$ cat src/rtl/core/epc_pkg.sv
// ----------------------------------------------------------------------------
// epc_pkg
// Shared types and codes for the exit policy classifier pipeline.
// ----------------------------------------------------------------------------
`timescale 1ns / 1ps

package epc_pkg;

    localparam logic FUNC_WRITE = 1'b0;
    localparam logic FUNC_QUERY = 1'b1;

    localparam logic [1:0] VERDICT_ACCEPTED = 2'd0;
    localparam logic [1:0] VERDICT_REJECTED = 2'd1;
    localparam logic [1:0] VERDICT_UNKNOWN  = 2'd2;

    localparam int COUNT_W = 5;
    localparam int INDEX_W = 4;

    typedef struct packed {
        logic        func;
        logic [3:0]  rule_index;
        logic [31:0] rule_addr;
        logic [31:0] rule_mask;
        logic [15:0] rule_port_min;
        logic [15:0] rule_port_max;
        logic        rule_reject;
        logic [31:0] query_addr;
        logic [15:0] query_port;
    } t_item;

    typedef struct packed {
        logic [1:0] verdict;
        logic       matched;
        logic [3:0] matched_index;
    } t_result;

    // summary of the first definite hit and of the maybe flags before it
    typedef struct packed {
        logic valid;
        logic any_hit;
        logic hit_reject;
        logic maybe_rej;
        logic maybe_acc;
    } t_prio_flags;

endpackage

$ cat src/rtl/core/epc_rule_match.sv
// ----------------------------------------------------------------------------
// epc_rule_match
// Rule table and per-rule compare stage: all rules checked in parallel.
// ----------------------------------------------------------------------------
`timescale 1ns / 1ps

module epc_rule_match #(
    parameter int MAX_RULES = 16
) (
    input  logic                          i_clk,
    input  logic                          i_rst_n,
    input  logic                          i_valid,
    input  epc_pkg::t_item                i_item,
    input  logic [epc_pkg::COUNT_W-1:0]   i_rule_count,
    output logic                          o_valid,
    output logic [MAX_RULES-1:0]          o_hit,
    output logic [MAX_RULES-1:0]          o_maybe_rej,
    output logic [MAX_RULES-1:0]          o_maybe_acc,
    output logic [MAX_RULES-1:0]          o_reject
);

    logic [31:0] r_addr  [MAX_RULES];
    logic [31:0] r_mask  [MAX_RULES];
    logic [15:0] r_low   [MAX_RULES];
    logic [15:0] r_high  [MAX_RULES];
    logic [MAX_RULES-1:0] r_rej;

    logic                 r_valid;
    logic [MAX_RULES-1:0] r_hit;
    logic [MAX_RULES-1:0] r_mrej;
    logic [MAX_RULES-1:0] r_macc;
    logic [MAX_RULES-1:0] r_rej_q;

    logic [MAX_RULES-1:0] n_hit;
    logic [MAX_RULES-1:0] n_maybe;

    logic is_write;
    logic is_query;
    logic addr_unknown;
    logic port_unknown;

    assign is_write     = i_valid && (i_item.func == epc_pkg::FUNC_WRITE);
    assign is_query     = i_valid && (i_item.func == epc_pkg::FUNC_QUERY);
    assign addr_unknown = (i_item.query_addr == 32'd0);
    assign port_unknown = (i_item.query_port == 16'd0);

    // table write; index at or beyond the table size never matches a slot
    always_ff @(posedge i_clk) begin
        for (int i = 0; i < MAX_RULES; i++) begin
            if (is_write && (int'(i_item.rule_index) == i)) begin
                r_addr[i] <= i_item.rule_addr;
                r_mask[i] <= i_item.rule_mask;
                r_low[i]  <= i_item.rule_port_min;
                r_high[i] <= i_item.rule_port_max;
                r_rej[i]  <= i_item.rule_reject;
            end
        end
    end

    always_comb begin
        logic in_range;
        logic addr_hit;
        logic mask_zero;
        logic enabled;
        n_hit   = '0;
        n_maybe = '0;
        for (int i = 0; i < MAX_RULES; i++) begin
            in_range  = (i_item.query_port >= r_low[i]) && (i_item.query_port <= r_high[i]);
            addr_hit  = ((i_item.query_addr & r_mask[i]) == (r_addr[i] & r_mask[i]));
            mask_zero = (r_mask[i] == 32'd0);
            enabled   = (i < int'(i_rule_count));
            if (addr_unknown) begin
                n_hit[i]   = enabled && in_range && mask_zero;
                n_maybe[i] = enabled && (in_range ? !mask_zero : port_unknown);
            end else begin
                n_hit[i]   = enabled && addr_hit && in_range;
                n_maybe[i] = enabled && addr_hit && !in_range && port_unknown;
            end
        end
    end

    always_ff @(posedge i_clk) begin
        if (!i_rst_n) begin
            r_valid <= 1'b0;
        end else begin
            r_valid <= is_query;
        end
    end

    always_ff @(posedge i_clk) begin
        r_hit   <= n_hit;
        r_mrej  <= n_maybe & r_rej;
        r_macc  <= n_maybe & ~r_rej;
        r_rej_q <= r_rej;
    end

    assign o_valid     = r_valid;
    assign o_hit       = r_hit;
    assign o_maybe_rej = r_mrej;
    assign o_maybe_acc = r_macc;
    assign o_reject    = r_rej_q;

    // a rule is a definite hit, a maybe or neither, never both
    a_hit_maybe_excl: assert property (@(posedge i_clk) disable iff (!i_rst_n)
        r_valid |-> ((r_hit & (r_mrej | r_macc)) == '0))
        else $error("rule flagged as both hit and maybe");

endmodule

$ cat src/rtl/core/epc_prio.sv
// ----------------------------------------------------------------------------
// epc_prio
// First-hit isolation and maybe flags seen before the deciding rule.
// ----------------------------------------------------------------------------
`timescale 1ns / 1ps

module epc_prio #(
    parameter int MAX_RULES = 16
) (
    input  logic                  i_clk,
    input  logic                  i_rst_n,
    input  logic                  i_valid,
    input  logic [MAX_RULES-1:0]  i_hit,
    input  logic [MAX_RULES-1:0]  i_maybe_rej,
    input  logic [MAX_RULES-1:0]  i_maybe_acc,
    input  logic [MAX_RULES-1:0]  i_reject,
    output epc_pkg::t_prio_flags  o_flags,
    output logic [MAX_RULES-1:0]  o_first
);

    logic [MAX_RULES-1:0] n_first;
    logic [MAX_RULES-1:0] n_earlier;

    logic                 r_valid;
    logic                 r_any_hit;
    logic                 r_hit_reject;
    logic                 r_maybe_rej;
    logic                 r_maybe_acc;
    logic [MAX_RULES-1:0] r_first;

    // lowest set bit; below it is everything evaluated earlier
    // with no hit, the mask wraps to all ones and covers every rule
    assign n_first   = i_hit & (~i_hit + MAX_RULES'(1));
    assign n_earlier = n_first - MAX_RULES'(1);

    always_ff @(posedge i_clk) begin
        if (!i_rst_n) begin
            r_valid <= 1'b0;
        end else begin
            r_valid <= i_valid;
        end
    end

    always_ff @(posedge i_clk) begin
        r_first      <= n_first;
        r_any_hit    <= |i_hit;
        r_hit_reject <= |(n_first & i_reject);
        r_maybe_rej  <= |(i_maybe_rej & n_earlier);
        r_maybe_acc  <= |(i_maybe_acc & n_earlier);
    end

    always_comb begin
        o_flags.valid      = r_valid;
        o_flags.any_hit    = r_any_hit;
        o_flags.hit_reject = r_hit_reject;
        o_flags.maybe_rej  = r_maybe_rej;
        o_flags.maybe_acc  = r_maybe_acc;
    end

    assign o_first = r_first;

    a_first_onehot: assert property (@(posedge i_clk) disable iff (!i_rst_n)
        r_valid |-> ($onehot0(r_first) && ((r_first != '0) == r_any_hit)))
        else $error("first hit vector not one-hot or inconsistent");

endmodule

$ cat src/rtl/core/epc_verdict.sv
// ----------------------------------------------------------------------------
// epc_verdict
// Index encode and final verdict register.
// ----------------------------------------------------------------------------
`timescale 1ns / 1ps

module epc_verdict #(
    parameter int MAX_RULES = 16
) (
    input  logic                  i_clk,
    input  logic                  i_rst_n,
    input  epc_pkg::t_prio_flags  i_flags,
    input  logic [MAX_RULES-1:0]  i_first,
    output logic                  o_valid,
    output epc_pkg::t_result      o_result
);

    localparam int IW = (MAX_RULES > 1) ? $clog2(MAX_RULES) : 1;

    logic [IW-1:0]    idx;
    epc_pkg::t_result n_result;
    logic             r_valid;
    epc_pkg::t_result r_result;

    // one-hot to binary as an or of the set position
    always_comb begin
        idx = '0;
        for (int i = 0; i < MAX_RULES; i++) begin
            if (i_first[i]) begin
                idx = idx | IW'(i);
            end
        end
    end

    always_comb begin
        n_result.matched       = i_flags.any_hit;
        n_result.matched_index = epc_pkg::INDEX_W'(idx);
        if (i_flags.any_hit && i_flags.hit_reject) begin
            n_result.verdict = i_flags.maybe_acc ? epc_pkg::VERDICT_UNKNOWN
                                                 : epc_pkg::VERDICT_REJECTED;
        end else begin
            n_result.verdict = i_flags.maybe_rej ? epc_pkg::VERDICT_UNKNOWN
                                                 : epc_pkg::VERDICT_ACCEPTED;
        end
    end

    always_ff @(posedge i_clk) begin
        if (!i_rst_n) begin
            r_valid <= 1'b0;
        end else begin
            r_valid <= i_flags.valid;
        end
    end

    always_ff @(posedge i_clk) begin
        r_result <= n_result;
    end

    assign o_valid  = r_valid;
    assign o_result = r_result;

endmodule

$ cat src/rtl/core/exit_policy_classifier.sv
// a query passes the input register, the compare stage, the priority stage and the verdict register
// throughput: one item per cycle, writes and queries mixed freely; busy is always low
// a rule write lands in the table at the compare stage, so later queries see it
// the result strobe lasts one cycle and cannot be held off by the receiver
// reset clears the valid chain and the rule count; rule table contents are not reset
// ----------------------------------------------------------------------------
// exit_policy_classifier
// First-match accept/reject rule table for IPv4 address and port lookups.
// ----------------------------------------------------------------------------
`timescale 1ns / 1ps

module exit_policy_classifier #(
    parameter int MAX_RULES = 16
) (
    input  logic                         i_clk,
    input  logic                         i_rst_n,
    input  logic                         start,
    output logic                         busy,
    input  epc_pkg::t_item               i_item,
    input  logic                         i_cfg_we,
    input  logic [epc_pkg::COUNT_W-1:0]  i_cfg_wdata,
    output logic                         o_valid,
    output epc_pkg::t_result             o_result
);

    logic                        r_valid;
    epc_pkg::t_item              r_item;
    logic [epc_pkg::COUNT_W-1:0] r_rule_count;

    logic                 m_valid;
    logic [MAX_RULES-1:0] m_hit;
    logic [MAX_RULES-1:0] m_mrej;
    logic [MAX_RULES-1:0] m_macc;
    logic [MAX_RULES-1:0] m_rej;

    epc_pkg::t_prio_flags p_flags;
    logic [MAX_RULES-1:0] p_first;

    logic accept;

    assign busy   = 1'b0;
    assign accept = start && !busy;

    always_ff @(posedge i_clk) begin
        if (!i_rst_n) begin
            r_valid      <= 1'b0;
            r_rule_count <= '0;
        end else begin
            r_valid <= accept;
            if (i_cfg_we) begin
                r_rule_count <= i_cfg_wdata;
            end
        end
    end

    always_ff @(posedge i_clk) begin
        r_item <= i_item;
    end

    epc_rule_match #(
        .MAX_RULES (MAX_RULES)
    ) u_match (
        .i_clk        (i_clk),
        .i_rst_n      (i_rst_n),
        .i_valid      (r_valid),
        .i_item       (r_item),
        .i_rule_count (r_rule_count),
        .o_valid      (m_valid),
        .o_hit        (m_hit),
        .o_maybe_rej  (m_mrej),
        .o_maybe_acc  (m_macc),
        .o_reject     (m_rej)
    );

    epc_prio #(
        .MAX_RULES (MAX_RULES)
    ) u_prio (
        .i_clk       (i_clk),
        .i_rst_n     (i_rst_n),
        .i_valid     (m_valid),
        .i_hit       (m_hit),
        .i_maybe_rej (m_mrej),
        .i_maybe_acc (m_macc),
        .i_reject    (m_rej),
        .o_flags     (p_flags),
        .o_first     (p_first)
    );

    epc_verdict #(
        .MAX_RULES (MAX_RULES)
    ) u_verdict (
        .i_clk    (i_clk),
        .i_rst_n  (i_rst_n),
        .i_flags  (p_flags),
        .i_first  (p_first),
        .o_valid  (o_valid),
        .o_result (o_result)
    );

    // every result traces back to an accepted query transfer
    a_result_from_query: assert property (@(posedge i_clk) disable iff (!i_rst_n)
        o_valid |-> $past(accept && (i_item.func == epc_pkg::FUNC_QUERY), 4))
        else $error("result strobe without a matching query");

    a_default_index_zero: assert property (@(posedge i_clk) disable iff (!i_rst_n)
        (o_valid && !o_result.matched) |-> (o_result.matched_index == '0))
        else $error("nonzero index on default verdict");

    a_verdict_code: assert property (@(posedge i_clk) disable iff (!i_rst_n)
        o_valid |-> (o_result.verdict == epc_pkg::VERDICT_ACCEPTED ||
                     o_result.verdict == epc_pkg::VERDICT_REJECTED ||
                     o_result.verdict == epc_pkg::VERDICT_UNKNOWN))
        else $error("verdict outside defined codes");

    a_unknown_needs_maybe: assert property (@(posedge i_clk) disable iff (!i_rst_n)
        (p_flags.valid && !p_flags.maybe_rej && !p_flags.maybe_acc)
            |=> (o_result.verdict != epc_pkg::VERDICT_UNKNOWN))
        else $error("unknown verdict with no maybe hit before the decision");

endmodule

$ cat config.mk
export PLATFORM = sky130hd
export DESIGN_NAME = exit_policy_classifier
export DESIGN_NICKNAME = d
export VERILOG_FILES = /design/src/rtl/core/epc_pkg.sv /design/src/rtl/core/epc_rule_match.sv /design/src/rtl/core/epc_prio.sv /design/src/rtl/core/epc_verdict.sv /design/src/rtl/core/exit_policy_classifier.sv
export SDC_FILE = /design/constraint.sdc
export NUM_CORES = 2
export LEC_CHECK = 0
export BUFFER_PORTS_ARGS = -buffer_cell sky130_fd_sc_hd__buf_2
export CAP_MARGIN = 20
export CORE_AREA = 3 3 321 481
export CTS_BUF_LIST = sky130_fd_sc_hd__clkbuf_4 sky130_fd_sc_hd__clkbuf_8
export DETAILED_ROUTE_END_ITERATION = 12
export DIE_AREA = 0 0 324 484
export GPL_ROUTABILITY_DRIVEN = 1
export GPL_TIMING_DRIVEN = 1
export HOLD_SLACK_MARGIN = 0.06
export PLACE_DENSITY = 0.67
export RECOVER_POWER = 100
export SYNTH_ARGS = -nofsm -noshare
export SYNTH_HDL_FRONTEND = slang
export SYNTH_SLANG_ARGS = --single-unit
$ cat constraint.sdc
create_clock -name i_clk -period 9.1 [get_ports i_clk]
set_input_delay 2.73 -clock i_clk [delete_from_list [all_inputs] [get_ports i_clk]]
set_output_delay 2.73 -clock i_clk [all_outputs]
set_load 0.02 [all_outputs]
==> results.env <==
RUN_STATUS='finished, violations left'
VIOLATIONS='max-capacitance violations, max-slew violations'
SYNTH_SEQ_AREA_SHARE_PCT=68.8
POST-SYNTH-TOP-AREA-FRACTION_PCT=62.2
LEAKAGE_POWER_FIGURE_nW=31.7
CTS.REPAIR_TIMING.SETUP_BUFFER_COUNT=0
GRTUSAGEMET3_PCT=5.92
ANTENNA_FOUND_INITIAL=13
SYNTH_WARNINGS=0
TIMING.CRITICAL_PATH.TO_TYPE='flop'
GR-MAX-USAGE-LAYER='met2'
GRT_USAGE_PCT=31.2
SYNTH_TOP_AREA_CELL='sky130_fd_sc_hd__edfxtp_1'
HOLD-PATH-ENDPOINT='u_match.o_reject[11]'
DRTPASS1ITERATIONS=5
POST_SYNTH.CELL_AREA_AVG_SQ_UM=14.9
ROUTE.FINAL.WIRE_LENGTH_MICRONS=247000
SLEW_VIOLATIONS=2013
DPL-INSTANCE-AREA_SQ_UM=78900
HPWLAFTERDP_MICRONS=157000
GRT_MAX_DEGREE=81
CTSLONGESTPATHBUFFERS=4
SYNTHESIS.NETS=5716
MIN_PATH_TYPE='flop to flop'
HOLD_PATH_DEPTH=0
FINAL.PERIOD_UTILIZATION_PCT=69.1
TIMING_WORST_SLEW_PIN_VALUE_NS=4.04
SLEW_HEADROOM_PCT=-169
VIAS=47200
WORSTPATHMAXFANOUT=65
PRE_CTS_SLACK_NS=5.73
SYNTH_CELL_TYPES=69
FINAL-INSTANCE-COUNT-EXCL-FILL=7703
VERTICAL_EXTENT_OF_THE_DIE_MICRONS=484
POST_CTS_RESIZE_COUNT=0
CTS.SINKS=1801
USE_MET2_PCT=51.3
FINAL_PERIOD_MINUS_WORST_SETUP_SLACK_NS=6.29
ASYNCSETRESETFLOPFRACSYNTH_PCT=0
RESIDUAL_DRC=0
TOP_FF_CELL_SYNTH='sky130_fd_sc_hd__edfxtp_1'
GLOBALROUTE.TOTALOVERFLOW=0
NFILLCELLS=12100
WORST_SETUP_PATH_START_KIND='flop'
FINAL.SETUP.WORST_SLACK_NS=2.81
H-TREE-DEPTH=5
CTS_HOLD_REPAIR.BUFFERS=0
R2R-END='u_match.r_addr[0][36]'
TNS_NS=0
SETUP.WORST_PATH.CLASS='flop to flop'
FINAL_AREA_SQ_UM=84200
YS_FF_LATCH=1801
ROUTED_WIRE_LENGTH_PER_INSTANCE_MICRONS=32.0
SYNTH_ENABLE_FLOP_CELLS=1552
AREA_GROWTH_SYN_TO_LAYOUT_PCT=12.3
OVERALL_DIE_AREA_SQ_UM=157000
IO_BUFFERS=166
POWER.TOTAL_mW=17.0
ANTENNA_LEFT=0
MULTI_INPUT_COMB_AREA_SQ_UM=21100
FMAX_GHz=0.159
FINAL_COMMON_CELL='sky130_fd_sc_hd__edfxtp_1'
TOP_LIBRARY_CELLS_BY_USAGE_IN_THE_LAYOUT_FILL_AND_TAPS_ASIDE='sky130_fd_sc_hd__edfxtp_1, sky130_fd_sc_hd__xor2_1, sky130_fd_sc_hd__ha_1, sky130_fd_sc_hd__inv_1, sky130_fd_sc_hd__clkbuf_8'
TRITONCTS='built'
POST_DRT_VIA_CELL_RATIO=6.13
TIMING.FINAL.SETUP_VIOLATIONS=0
REGTOREGSETUPSLACK_NS=2.81
GP_CONGESTION=1.03
CLK_ROOT_BUFFER_CELL='sky130_fd_sc_hd__clkbuf_8'
DIE_WIDTH_MICRONS=324
CP.REQUIRED_NS=9.62
DRT_ITER0_MARKERS=5579
FLOORPLAN.IO_PINS=168
POST-PLACE-CELLS=7190
CLKTRANSATPATHREGS_NS=0.06
GLOBAL_ROUTE_WIRE_LENGTH_BEFORE_REPAIR_MICRONS=337000
RSZ_0062_RAISED_AFTER_GLOBAL_ROUTING='false'
NETLIST_AREA_SQ_UM=74900
FINAL-HOLD-VIOLATION-COUNT=0
POWER-PER-CELL-AREA_nW_PER_UM2=201
ROWS=174
FIRST_GLOBAL_VIAS=46900
POSTSYNTHCELLCOUNT=5045
TIMING.HOLD.WORST.START='u_match.r_rej[11]'
CORE_AREA_SQ_UM=150000
FINAL_LAYOUT_SIZE_SUFFIX_GT1_SHARE_PCT=12.4
START_UTIL_PCT=49.9
GLOBALROUTEMET1UTIL_PCT=35.4
VDD_IR_MAX_mV=0.210
FIN_NETS=6220
MAX_CAP_VIOL_COUNT=83
MAXIMUM_CLOCK_SKEW_AT_FINAL_LAYOUT_NS=0.0655
TIMING.REG2REG.WORST_PATH_DEPTH=6
TIMING.CRITICAL_PATH.ARRIVAL_NS=6.81
CTS_MADE_BUFFERS=290
SYNTH_TOP_CELLS_BY_AREA='sky130_fd_sc_hd__edfxtp_1, sky130_fd_sc_hd__ha_1, sky130_fd_sc_hd__dfxtp_1'
CLK_LATENCY_NS=1.02
CRIT-REG2REG-LAUNCH='r_item[149]'
LAYOUT.AREA.SEQ_SQ_UM=51600
[worst max-delay path, cell delays in order, from the launching register on]
cell and delay [ns]:
sky130_fd_sc_hd__dfxtp_1 0.32, sky130_fd_sc_hd__nand2b_1 0.16, sky130_fd_sc_hd__nor2_1 0.09, sky130_fd_sc_hd__nand2_1 0.21, sky130_fd_sc_hd__nor3_1 0.19, sky130_fd_sc_hd__clkbuf_1 1.77, sky130_fd_sc_hd__clkbuf_1 2.89
[kinds of logic (layout without fill, tap and decap cells)]
kind of cell	after synthesis	in the layout	synth area share [%]
other	1	16	0.00500
XOR/XNOR	512	512	5.98
adder cells (fa/ha/maj)	512	512	8.55
AND/OR/NAND/NOR	867	867	6.51
flip-flops	1801	1801	68.8
AO/OA/AOI/OAI	759	759	6.88
buffers and inverters	586	1293	3.14
multiplexers	7	7	0.0952
[synth_stat cells (all sizes together), types with 12 or more instances]
cell type and count:
a222oi 12, nor3 43, o311ai 16, nor3b 22, a21oi 238, a22o 44
a221oi 62, buf 65, or3 38, clkbuf 15, nor2 86, nand2b 25
nor2b 34, inv 506, or2 13, o211ai 24, a22oi 141, a311o 13
nand4 164, edfxtp 1552, a21o 56, nand3 76, xor2 512, dfxtp 249
nand2 140, ha 512, and2 26, o21ai 87, nor4 175
[power by group]
part           internal (mW)  total (mW)  switching, mW
logic                  0.255       0.819          0.565
registers               9.05        9.28          0.229
clock network           3.70        6.85           3.15
[flip-flops by register name, indices dropped and copies added (netlist names), 5 cells and up]
name / cells
u_match.r_high: 256
u_match.o_maybe_acc: 16
u_match.o_hit: 16
u_match.r_mask: 512
u_match.r_addr: 512
r_item: 150
u_prio.o_first: 15
u_verdict.o_result: 7
u_match.o_reject: 16
u_match.o_maybe_rej: 16
u_match.r_rej: 16
r_rule_count: 5
u_match.r_low: 256
[per-stage QoR]
step / hold slack [ns] / util, %
after floorplan: 0.331 / -
after global placement: 0.370 / 52.5
after detailed placement: 0.369 / 52.5
after CTS: 0.382 / 56.2
after global routing: 0.395 / 56.0
final: 0.386 / 56.0
[area by class of cell]
type	instances	share of cell area, %
Tap cell	1936	2.88
Inverter	506	2.26
Timing Repair Buffer	292	1.88
Antenna cell	15	0.0446
Sequential cell	1801	61.3
Multi-Input combinational cell	2658	25.0
Clock inverter	86	0.623
Clock buffer	409	5.98
[worst max-delay path by stage]
stage | cells past startpoint | startpoint | slack [ns] | to
4_1_cts | 1 | u_verdict.o_result[0] | 4.81 | o_result[0]
3_3_place_gp | 9 | r_item[0] | 5.80 | u_match.o_maybe_rej[8]
3_5_place_dp | 9 | r_item[0] | 5.73 | u_match.o_maybe_rej[8]
6_report | 6 | r_item[149] | 2.81 | u_match.r_addr[0][36]
5_1_grt | 5 | r_item[149] | 2.50 | u_match.r_low[0][98]
2_1_floorplan | 3 | r_item[149] | 0.93 | u_match.r_addr[0][64]
[metal layers]
metal,vias up,wire length (microns)
li1,20100,-
met5,-,32
met3,836,22500
met4,6,24300
met1,23400,82200
met2,2865,118000
(Power assumes the default switching activity.)
